## src/ewe_pkg.sv

```systemverilog
`timescale 1ns / 1ps
`default_nettype none

package ewe_pkg;

  localparam int MAX_WORD_LEN   = 16;
  localparam int ALPHABET_DEPTH = 128;

  localparam int POS_W   = $clog2(MAX_WORD_LEN);
  localparam int DIGIT_W = $clog2(ALPHABET_DEPTH);
  localparam int LEN_W   = 5;
  localparam int RADIX_W = 8;
  localparam int CHAR_W  = 8;
  localparam int IDX_W   = 7;

  localparam int CFG_IDX_W  = 2;
  localparam int CFG_DATA_W = 8;

  localparam logic [CFG_IDX_W-1:0] CFG_MIN_LEN    = 2'd0;
  localparam logic [CFG_IDX_W-1:0] CFG_MAX_LEN    = 2'd1;
  localparam logic [CFG_IDX_W-1:0] CFG_ALPHA_SIZE = 2'd2;

  localparam logic [LEN_W-1:0]   MIN_LEN_RST    = 5'd1;
  localparam logic [LEN_W-1:0]   MAX_LEN_RST    = 5'd8;
  localparam logic [RADIX_W-1:0] ALPHA_SIZE_RST = 8'd93;

  typedef enum logic [1:0] {
    MODE_WRITE   = 2'd0,
    MODE_RESTART = 2'd1,
    MODE_NEXT    = 2'd2
  } mode_e;

  typedef struct packed {
    logic [1:0]        mode;
    logic [IDX_W-1:0]  entry_index;
    logic [CHAR_W-1:0] entry_char;
  } ewe_in_t;

  typedef struct packed {
    logic [CHAR_W-1:0] char_out;
    logic [3:0]        char_position;
    logic [LEN_W-1:0]  word_length;
    logic              last_char;
    logic              exhausted;
  } ewe_out_t;

  // Power-up alphabet, first character in the top byte.
  localparam int DEFAULT_LEN = 93;
  localparam logic [8*DEFAULT_LEN-1:0] DEFAULT_SET =
    "abcdefghijklmnopqrstuvwxyzABCDEFGHIJKLMNOPQRSTUVWXYZ 0123456789-_.,+:;!\"$%^&*()[]{}@#~'?/\\<>|";

  function automatic logic [CHAR_W-1:0] default_char(input logic [DIGIT_W-1:0] i);
    logic [CHAR_W-1:0] c;
    c = '0;
    if (int'(i) < DEFAULT_LEN) c = DEFAULT_SET[8*(DEFAULT_LEN-1-int'(i)) +: 8];
    return c;
  endfunction

  function automatic logic [LEN_W-1:0] clamp_len(input logic [LEN_W-1:0] v);
    logic [LEN_W-1:0] r;
    r = v;
    if (v == '0) r = LEN_W'(1);
    else if (int'(v) > MAX_WORD_LEN) r = LEN_W'(MAX_WORD_LEN);
    return r;
  endfunction

  function automatic logic [RADIX_W-1:0] radix_of(input logic [RADIX_W-1:0] a);
    logic [RADIX_W-1:0] r;
    r = a;
    if (a == '0) r = RADIX_W'(1);
    else if (int'(a) > ALPHABET_DEPTH) r = RADIX_W'(ALPHABET_DEPTH);
    return r;
  endfunction

endpackage

`default_nettype wire

```

## src/exhaustive_word_enumerator_unit.sv

```systemverilog
`timescale 1ns / 1ps
`default_nettype none
// Exhaustive word enumerator.
// Command channel: an item is taken on a clock edge with start high and busy low.
//   mode write stores entry_char at alphabet slot entry_index (no beat).
//   mode restart re-arms the enumeration (no beat).
//   mode next emits the current word, one character beat per cycle on res_o,
//   leftmost first, last_char on the final beat, or one exhausted beat.
// Result channel: res_valid_o marks each beat for exactly one cycle; the
//   receiver cannot stall it.
// Next request: one ST_ADV step per digit position visited by the carry
//   (read-modify-write on the digit RAM), then ST_EMIT; each character passes
//   the digit RAM read, the alphabet RAM read and the result register, one beat per cycle.
//   The last beat shows in the first idle cycle.
// Config port: cfg_we_i writes register cfg_index_i at once; write only while idle, unchecked.
// Reset: digits clear, enumeration not started, alphabet back to its
//   93-character default set, min 1, max 8, radix 93.
module exhaustive_word_enumerator_unit (
  input  logic                                clk_i,
  input  logic                                rst_ni,
  input  logic                                start,
  output logic                                busy,
  input  ewe_pkg::ewe_in_t                    in_i,
  input  logic                                cfg_we_i,
  input  logic [ewe_pkg::CFG_IDX_W-1:0]       cfg_index_i,
  input  logic [ewe_pkg::CFG_DATA_W-1:0]      cfg_data_i,
  output logic                                res_valid_o,
  output ewe_pkg::ewe_out_t                   res_o
);
  import ewe_pkg::*;

  localparam logic [1:0] ST_IDLE = 2'd0;
  localparam logic [1:0] ST_ADV  = 2'd1;
  localparam logic [1:0] ST_EMIT = 2'd2;

  logic [1:0]         state_q, state_d;
  logic [LEN_W-1:0]   len_q, len_d;
  logic               done_q, done_d;
  logic [POS_W-1:0]   pos_q, pos_d;
  logic [LEN_W-1:0]   cnt_q, cnt_d;

  logic [LEN_W-1:0]   min_len_q, max_len_q;
  logic [RADIX_W-1:0] alpha_size_q;

  logic [DIGIT_W-1:0]       dig_mem [MAX_WORD_LEN];
  logic [MAX_WORD_LEN-1:0]  dig_vld_q, dig_vld_d;
  logic [DIGIT_W-1:0]       dig_rd_q;
  logic                     dig_rd_vld_q;
  logic [POS_W-1:0]         dig_raddr;
  logic                     dig_we;
  logic [DIGIT_W-1:0]       dig_wdata;

  logic [CHAR_W-1:0]         alpha_mem [ALPHABET_DEPTH];
  logic [ALPHABET_DEPTH-1:0] alpha_vld_q, alpha_vld_d;
  logic [CHAR_W-1:0]         alpha_rd_q, alpha_dflt_q;
  logic                      alpha_rd_vld_q;
  logic                      alpha_we;

  logic               s1_vld_q, s1_vld_d, s1_last_q, s1_last_d;
  logic [POS_W-1:0]   s1_pos_q, s1_pos_d;
  logic               s2_vld_q, s2_last_q;
  logic [POS_W-1:0]   s2_pos_q;

  logic               res_vld_q, res_vld_d;
  ewe_out_t           res_q, res_d;

  logic               accept, exh;
  logic [DIGIT_W-1:0] digit;
  logic [RADIX_W-1:0] inc, radix;
  logic [LEN_W-1:0]   next_len, len_m1, cnt_p1;

  assign busy     = (state_q != ST_IDLE) | s1_vld_q | s2_vld_q;
  assign accept   = start & ~busy;
  assign digit    = dig_rd_vld_q ? dig_rd_q : '0;
  assign inc      = RADIX_W'(digit) + RADIX_W'(1);
  assign radix    = radix_of(alpha_size_q);
  assign next_len = len_q + LEN_W'(1);
  assign len_m1   = len_q - LEN_W'(1);
  assign cnt_p1   = cnt_q + LEN_W'(1);

  always_comb begin
    case (state_q)
      ST_ADV:  dig_raddr = pos_q - POS_W'(1);
      ST_EMIT: dig_raddr = cnt_q[POS_W-1:0];
      default: dig_raddr = len_m1[POS_W-1:0];
    endcase
  end

  always_comb begin
    state_d     = state_q;
    len_d       = len_q;
    done_d      = done_q;
    pos_d       = pos_q;
    cnt_d       = cnt_q;
    dig_vld_d   = dig_vld_q;
    alpha_vld_d = alpha_vld_q;
    dig_we      = 1'b0;
    dig_wdata   = inc[DIGIT_W-1:0];
    alpha_we    = 1'b0;
    s1_vld_d    = 1'b0;
    s1_pos_d    = cnt_q[POS_W-1:0];
    s1_last_d   = (cnt_p1 == len_q);
    exh         = 1'b0;
    case (state_q)
      ST_IDLE: begin
        if (accept) begin
          case (in_i.mode)
            MODE_WRITE: begin
              alpha_we = 1'b1;
              alpha_vld_d[in_i.entry_index] = 1'b1;
            end
            MODE_RESTART: begin
              dig_vld_d = '0;
              len_d     = '0;
              done_d    = 1'b0;
            end
            MODE_NEXT: begin
              if (done_q) begin
                exh = 1'b1;
              end else if (len_q == '0) begin
                len_d     = clamp_len(min_len_q);
                dig_vld_d = '0;
                cnt_d     = '0;
                state_d   = ST_EMIT;
              end else begin
                pos_d   = len_m1[POS_W-1:0];
                state_d = ST_ADV;
              end
            end
            default: ;
          endcase
        end
      end
      ST_ADV: begin
        // digit for pos_q is in the read register; the next read is pos_q-1
        dig_we = 1'b1;
        dig_vld_d[pos_q] = 1'b1;
        if (inc < radix) begin
          cnt_d   = '0;
          state_d = ST_EMIT;
        end else begin
          dig_wdata = '0;
          if (pos_q == '0) begin
            if (next_len > clamp_len(max_len_q) || next_len > LEN_W'(MAX_WORD_LEN)) begin
              done_d  = 1'b1;
              exh     = 1'b1;
              state_d = ST_IDLE;
            end else begin
              len_d     = next_len;
              dig_vld_d = '0;
              cnt_d     = '0;
              state_d   = ST_EMIT;
            end
          end else begin
            pos_d = pos_q - POS_W'(1);
          end
        end
      end
      ST_EMIT: begin
        s1_vld_d = 1'b1;
        cnt_d    = cnt_p1;
        if (cnt_p1 == len_q) state_d = ST_IDLE;
      end
      default: state_d = ST_IDLE;
    endcase
  end

  always_comb begin
    res_vld_d           = s2_vld_q | exh;
    res_d.char_out      = alpha_rd_vld_q ? alpha_rd_q : alpha_dflt_q;
    res_d.char_position = s2_pos_q;
    res_d.word_length   = len_q;
    res_d.last_char     = s2_last_q;
    res_d.exhausted     = 1'b0;
    if (exh) begin
      res_d = '0;
      res_d.last_char = 1'b1;
      res_d.exhausted = 1'b1;
    end
  end

  always_ff @(posedge clk_i or negedge rst_ni) begin
    if (!rst_ni) begin
      state_q      <= ST_IDLE;
      len_q        <= '0;
      done_q       <= 1'b0;
      pos_q        <= '0;
      cnt_q        <= '0;
      dig_vld_q    <= '0;
      alpha_vld_q  <= '0;
      s1_vld_q     <= 1'b0;
      s2_vld_q     <= 1'b0;
      res_vld_q    <= 1'b0;
      min_len_q    <= MIN_LEN_RST;
      max_len_q    <= MAX_LEN_RST;
      alpha_size_q <= ALPHA_SIZE_RST;
    end else begin
      state_q     <= state_d;
      len_q       <= len_d;
      done_q      <= done_d;
      pos_q       <= pos_d;
      cnt_q       <= cnt_d;
      dig_vld_q   <= dig_vld_d;
      alpha_vld_q <= alpha_vld_d;
      s1_vld_q    <= s1_vld_d;
      s2_vld_q    <= s1_vld_q;
      res_vld_q   <= res_vld_d;
      if (cfg_we_i) begin
        case (cfg_index_i)
          CFG_MIN_LEN:    min_len_q    <= cfg_data_i[LEN_W-1:0];
          CFG_MAX_LEN:    max_len_q    <= cfg_data_i[LEN_W-1:0];
          CFG_ALPHA_SIZE: alpha_size_q <= cfg_data_i[RADIX_W-1:0];
          default: ;
        endcase
      end
    end
  end

  // pipeline payload
  always_ff @(posedge clk_i) begin
    s1_pos_q  <= s1_pos_d;
    s1_last_q <= s1_last_d;
    s2_pos_q  <= s1_pos_q;
    s2_last_q <= s1_last_q;
    res_q     <= res_d;
  end

  // digit RAM: one write, one read per cycle
  always_ff @(posedge clk_i) begin
    if (dig_we) dig_mem[pos_q] <= dig_wdata;
    dig_rd_q     <= dig_mem[dig_raddr];
    dig_rd_vld_q <= dig_vld_q[dig_raddr];
  end

  // alphabet RAM; slots never written read as the default set
  always_ff @(posedge clk_i) begin
    if (alpha_we) alpha_mem[in_i.entry_index] <= in_i.entry_char;
    alpha_rd_q     <= alpha_mem[digit];
    alpha_rd_vld_q <= alpha_vld_q[digit];
    alpha_dflt_q   <= default_char(digit);
  end

  assign res_valid_o = res_vld_q;
  assign res_o       = res_q;

endmodule

`default_nettype wire

```

## config.mk

```make
export PLATFORM = sky130hd
export DESIGN_NAME = exhaustive_word_enumerator_unit
export DESIGN_NICKNAME = d
export VERILOG_FILES = /design/src/ewe_pkg.sv /design/src/exhaustive_word_enumerator_unit.sv
export SDC_FILE = /design/constraint.sdc
export NUM_CORES = 2
export LEC_CHECK = 0
export BUFFER_PORTS_ARGS = -buffer_cell sky130_fd_sc_hd__buf_2
export CORE_MARGIN = 4
export CORE_UTILIZATION = 44
export CTS_CLUSTER_DIAMETER = 60
export DETAILED_ROUTE_END_ITERATION = 6
export PLACE_DENSITY = 0.7
export SYNTH_ARGS = -nofsm -noshare
export SYNTH_HDL_FRONTEND = slang
export SYNTH_SLANG_ARGS = --single-unit
```

## constraint.sdc

```tcl
create_clock -name clk_i -period 7.6 [get_ports clk_i]
set_input_delay 0.76 -clock clk_i [delete_from_list [all_inputs] [get_ports clk_i]]
set_output_delay 0.76 -clock clk_i [all_outputs]
set_load 0.03 [all_outputs]
```

* Word-level counts from Yosys, hierarchy flattened *
Memories as Yosys holds them, arrays and structs flattened. A register that Yosys moved wholly into a read port is not among the register bits.
Cells that the tools add are included.
W data, S select, Z words.

word-level totals
  bits in registers = 221
  latch bits = 0
  bits in writable memories = 1136
  ROM bits = 0
  logic and storage cells = 187
  memories = 2

operators by class
  add/subtract/negate cells = 6
  multipliers = 0
  div/mod/pow operators = 0
  magnitude comparators = 13
  equality and inequality tests = 24
  shifts and indexed selects = 1
  mux-type cells = 85
  bitwise gates (word level) = 7
  reduce and logical (&&, ||, !) cells = 24

memories
  name       words  bits a word  rd ports  clocked after Yosys merged registers in  wr ports  line                                   text
  alpha_mem  128    8            1         1                                        1         exhaustive_word_enumerator_unit.sv:53  logic [CHAR_W-1:0] alpha_mem [ALPHABET_DEPTH];
  dig_mem    16     7            1         1                                        1         exhaustive_word_enumerator_unit.sv:45  logic [DIGIT_W-1:0] dig_mem [MAX_WORD_LEN];

operator list
  kind                         number
  $shiftx A744 B11 Y8 const A  1
  $or A128 B128 Y128           1
  $mux W5                      20
  $mux W16                     6
  $pmux W16 S2                 2
  $mux W1                      25
  $mux W4                      6
  $mux W8                      3
  $mux W7                      3
  $ne A2 B2 Y1 const B         10
  $pmux W5 S2                  2
  $lt A7 B8 Y1 const B         2
  $mux W2                      8
  $or A16 B16 Y16              1
  $pmux W4 S2                  2
  $gt A5 B5 Y1 const B         3
  $logic_not A5 Y1             3
  $pmux W5 S3                  1
  $reduce_and A7 Y1            2
  $ne A3 B3 Y1 const B         4
  $add A5 B1 Y5 const B        2
  $lt A4 B5 Y1 const B         2
  $reduce_and A5 Y1            2
  $add A7 B1 Y8 const B        1
  33 further kinds             48

* Longest topological paths before layout *
  depth in word-level cells = 13
  gate-level depth with buffers = 18
  mapped depth without buffers = 14

* Worst setup path before layout *
OpenSTA, ideal clock, no wires.

  path type = register to register
  start = register dig_rd_vld_q
  end = memory dig_mem[0][1] in the netlist's numbering, data pin
  arrival time = 3133 ps
  data required time = 7319 ps
  slack = 4186 ps
  stages on the path, launching flop included = 16
  clock period less this slack = 3414 ps
  path through = dfxtp_1 > and2_1 > buf_4 > buf_4 > buf_2 > buf_2 > ha_1 > nand3_1 > xor2_1 > nor2b_1 > ha_1 > nand2_1 > nor2_1 > a211oi_1 > a21oi_1 > nor2b_1

on the way
  cells in the longest elaborated chain, start to end = 5

RTL lines
  element                 line                                    text
  start, declared         exhaustive_word_enumerator_unit.sv:48   logic dig_rd_vld_q;
  start signal, assigned  exhaustive_word_enumerator_unit.sv:232  dig_rd_vld_q <= dig_vld_q[dig_raddr];
  $mux W7 *               exhaustive_word_enumerator_unit.sv:74   assign digit = dig_rd_vld_q ? dig_rd_q : '0;
  $add A7 B1 Y8 *         exhaustive_word_enumerator_unit.sv:75   assign inc = RADIX_W'(digit) + RADIX_W'(1);
  $lt A8 B8 Y1            exhaustive_word_enumerator_unit.sv:138  if (inc < radix) begin
  $mux W7                 exhaustive_word_enumerator_unit.sv:138
  $mux W7 *               exhaustive_word_enumerator_unit.sv:104  case (state_q)
  net dig_wdata[1]        exhaustive_word_enumerator_unit.sv:51   logic [DIGIT_W-1:0] dig_wdata;
  end, declared           exhaustive_word_enumerator_unit.sv:45

The timed path passes the listed nets; every way through them passes the cells marked *.

* Worst setup path in the final report *
  start = register dig_rd_q[0], read port of dig_mem
  end = register alpha_dflt_q[6]

on the way
  cells in the longest elaborated chain, start to end = 3
  elaborated cells on any way between the ends = 4
  those cells by class = 1 x add/sub; 1 x order compare; 1 x shift; 1 x mux

RTL lines
  element               line                                    text
  start, declared       exhaustive_word_enumerator_unit.sv:47   logic [DIGIT_W-1:0] dig_rd_q;
  $mux W7 *             exhaustive_word_enumerator_unit.sv:74
  $sub A7 B7 Y8         ewe_pkg.sv:55                           if (int'(i) < DEFAULT_LEN) c = DEFAULT_SET[8*(DEFAULT_LEN-1-int'(i)) +: 8];
  $shiftx A744 B11 Y8   ewe_pkg.sv:55
  end signal, assigned  exhaustive_word_enumerator_unit.sv:240  alpha_dflt_q <= default_char(digit);
  end, declared         exhaustive_word_enumerator_unit.sv:55   logic [CHAR_W-1:0] alpha_rd_q, alpha_dflt_q;

Every way passes the cells marked *; elsewhere a longest branch is shown, timed or not.
A chain may end at the register's enable or synchronous reset.

==> metrics <==
Die Y=362.8 um; layout cells sized above 1=13.56%; routed vias/inst=6.061; asr flop ratio synth=13.27%; Internal=13.68 mW; Synth area leader=edfxtp_1; Tightest Hold Check Type=input port to asynchronous set/reset pin; Cell Pwr Density=315.1 mW/mm2; DIE WIDTH=362.8 um; Clk pwr share=roughly 34%; RSZ-0062 raised after global routing=false; GP Congestion=around 0.9; Worst Path Required=8.23 ns; min Tclk post-route=4.861 ns; Ports=52; Max Cap Violations=1; Clk Tree Root Cell=clkbuf_16; Initial Utilization=44.56%; Yosys Warn Count=0; hpwl dp=85660 um; DRT Pass-1 Iters=6; #FFs+latches synth=1371; largest net degree at the start of global routing=133; Routed WL=145100 um; top_reg_cell synth=edfxtp_1; startpoint types=flip-flop; pre-CTS WS=2.885 ns; final setup fails=0; crit end category=flip-flop; total global-route track usage=21.78%; Post-Syn Area per Cell=approximately 14 um2; port bufs=51; hold_buf cts=0; total global routing overflow=0; VDD IR-drop max=0.2836 mV; core area=0.1243 mm2; CTS Buf Count=140; global-route wire length before repair=216400 um; Post-CTS Resized=0; status=finished with violations; clk buf depth=3; H-tree depth=4; CTS sink count=1371; Reg power frac=a little under half; number of synthesized flops with an enable pin=1136; Syn Nets=around 4000; net load switching power=5.654 mW; Slew HR=-4.635%; Crit Reg-Reg Startpoint=dig_rd_q[0]; Mapped Cells=3834; PnR worst setup slack=2.739 ns; max-slew violation count=5; setup repair bufs after CTS=0; CTS tree=built; Max Clock Freq=0.2057 GHz; clock-pin slew on the worst setup and hold paths=0.06 ns; Net Sw Frac=29.24%; Post-route DRC=0; crit-path max FO=88; Mapped Area=0.05538 mm2; vias in the first global route=33020; Clock Skews=0.03154 ns; Data arrival, critical path=5.50 ns; Iter 0 DRT Violations=4457; worst skew pair latency=between 0.7 and 0.8 ns; Detail Route Antenna Nets=0; leakage=~21 nW; Worst-Margin Slew=1.553 ns; Seq/Total Area, Yosys=71.75%; final hold vios=0; R2R Path End=alpha_dflt_q[6]; Setup CP Type=flip-flop to flip-flop; Fillers=10290; Area growth syn-to-layout=10.79%; Area contributors post-synth=edfxtp_1 (62%), dfrtp_1 (7.9%), nand2_1 (2.8%); count of cell types in the netlist=84; initial antenna violation count=7; Rows=129; setup TNS=0 ns; internal reg-to-reg setup slack=2.74 ns; r2r worst-path depth=9; Logic pwr share=20.5%; failing checks=capacitance limit, slew limit; Nets=just under 4000; full die area=0.1316 mm2; Tcrit/Tclk final=63.96%; post-synth top area share=61.59%; via count=33810; Routed wire per std cell=about 26 um
-- worst max-delay path by stage --
| stage | slack, ns | end | start |
|---|---|---|---|
| 2_1_floorplan | 4.19 | dig_mem[0][1] | dig_rd_vld_q |
| 3_3_place_gp | 3.00 | alpha_dflt_q[4] | dig_rd_q[0] |
| 3_5_place_dp | 2.89 | alpha_dflt_q[6] | dig_rd_q[0] |
| 4_1_cts | 2.89 | alpha_dflt_q[6] | dig_rd_q[0] |
| 5_1_grt | 2.47 | alpha_dflt_q[6] | dig_rd_q[0] |
| 6_report | 2.74 | alpha_dflt_q[6] | dig_rd_q[0] |
-- layer usage --
metal / up-vias / global-route usage (%) / share of wire (%)
met4: 2 / 8.107 / 3.4
met2: 1688 / 33.83 / 46
met5: - / 0 / 0.0090
li1: 14730 / - / -
met3: 304 / 4.712 / 9.6
met1: 17090 / 30.33 / 41
-- synthesized netlist by cell type, drive strengths merged, types with 9 or more instances --
| cell type | number |
|---|---|
| edfxtp | 1136 |
| nand2 | 410 |
| nor2 | 236 |
| dfrtp | 175 |
| o21ai | 159 |
| buf | 156 |
| mux2i | 143 |
| a21oi | 139 |
| a221oi | 107 |
| a31oi | 101 |
| a211oi | 99 |
| clkbuf | 98 |
| or2 | 97 |
| mux2 | 80 |
| and2 | 78 |
| dfxtp | 53 |
| nor2b | 50 |
| nor3 | 42 |
| o22ai | 40 |
| nand3 | 39 |
| a311oi | 38 |
| o221ai | 34 |
| o21bai | 33 |
| mux4 | 32 |
| ha | 26 |
| a221o | 22 |
| xnor2 | 19 |
| a22oi | 17 |
| o211ai | 17 |
| inv | 16 |
| nand2b | 11 |
| nand3b | 11 |
| o32ai | 11 |
| and3 | 9 |
| nor4 | 9 |
| o311ai | 9 |
-- flip-flops by register name, indices dropped and copies added (netlist names), 7 cells and up --
signal        flops
dig_vld_q        16
alpha_size_q      8
alpha_rd_q        8
alpha_mem      1024
dig_rd_q          7
alpha_dflt_q      7
alpha_vld_q     128
res_o            19
dig_mem         112
-- area by class of cell --
class,count,area [um2],share of cell area [%]
Multi-Input combinational cell,2192,14360,23.41
Clock inverter,57,509.2,0.8300
Clock buffer,196,3866,6.301
Sequential cell,1371,39740,64.77
Timing Repair Buffer,104,745.7,1.215
Tap cell,1637,2048,3.338
Antenna cell,4,10.01,0.01631
Inverter,17,76.32,0.1244
-- power by group through the flow --
| stage | registers (mW) | clock network (mW) | logic (mW) |
|---|---|---|---|
| 6_report | 8.75 | 6.63 | 3.96 |
| 5_1_grt | 8.77 | 7.01 | 4.27 |
| 4_1_cts | 8.75 | 6.69 | 3.96 |
| 3_5_place_dp | 8.90 | 0 | 3.95 |
| 3_3_place_gp | 8.89 | 0 | 3.91 |
| 2_1_floorplan | 8.77 | 0 | 2.77 |
-- per-stage QoR --
stage               area, um2  total power [mW]  hold slack (ns)  instances  util (%)
floorplan               55380             11.54           0.3096       3834         -
global placement        56970             12.80           0.3122       5321     45.84
detailed placement      56970             12.84           0.3147       5321     45.84
CTS                     61350             19.40          0.03295       5574     49.36
global route            61350             20.05          0.07299       5574     49.36
finish                  61360             19.34          0.03253       5578     49.37
-- cell families (layout without fill, tap and decap cells) --
family,Yosys count,count (layout),share of synthesized area (%)
xor+xnor,26,26,0.4247
fa+ha+maj,26,26,0.5874
compound gates,864,864,10.72
other cells,0,4,0
flops,1371,1371,71.75
mux,255,255,5.519
simple gates,1021,1021,8.576
buf+inv,271,374,2.424
-- worst max-delay path: stages, from the launching register on --
cell      delay, ns
dfxtp_4        0.68
and2_4         0.73
clkinv_8       0.66
ha_1           0.52
xnor2_1        0.92
nand3_1        0.40
nor3_1         0.31
a31oi_1        0.08
o31a_1         0.27
o31ai_1        0.06
-- placed cells by master (no fill, tap or decap), drive strengths merged, types with 11 or more instances in the layout --
| master | count |
|---|---|
| edfxtp | 1136 |
| nand2 | 410 |
| nor2 | 236 |
| clkbuf | 196 |
| dfrtp | 175 |
| o21ai | 159 |
| mux2i | 143 |
| a21oi | 139 |
| a221oi | 107 |
| buf | 104 |
| a31oi | 101 |
| a211oi | 99 |
| or2 | 97 |
| mux2 | 80 |
| and2 | 78 |
| dfxtp | 53 |
| nor2b | 50 |
| nor3 | 42 |
| clkinv | 42 |
| o22ai | 40 |
| nand3 | 39 |
| a311oi | 38 |
| o221ai | 34 |
| o21bai | 33 |
| mux4 | 32 |
| ha | 26 |
| inv | 25 |
| a221o | 22 |
| xnor2 | 19 |
| o211ai | 17 |
| a22oi | 17 |
| nand2b | 11 |
| o32ai | 11 |
| nand3b | 11 |
No activity file was read; power rests on OpenSTA's default activity.
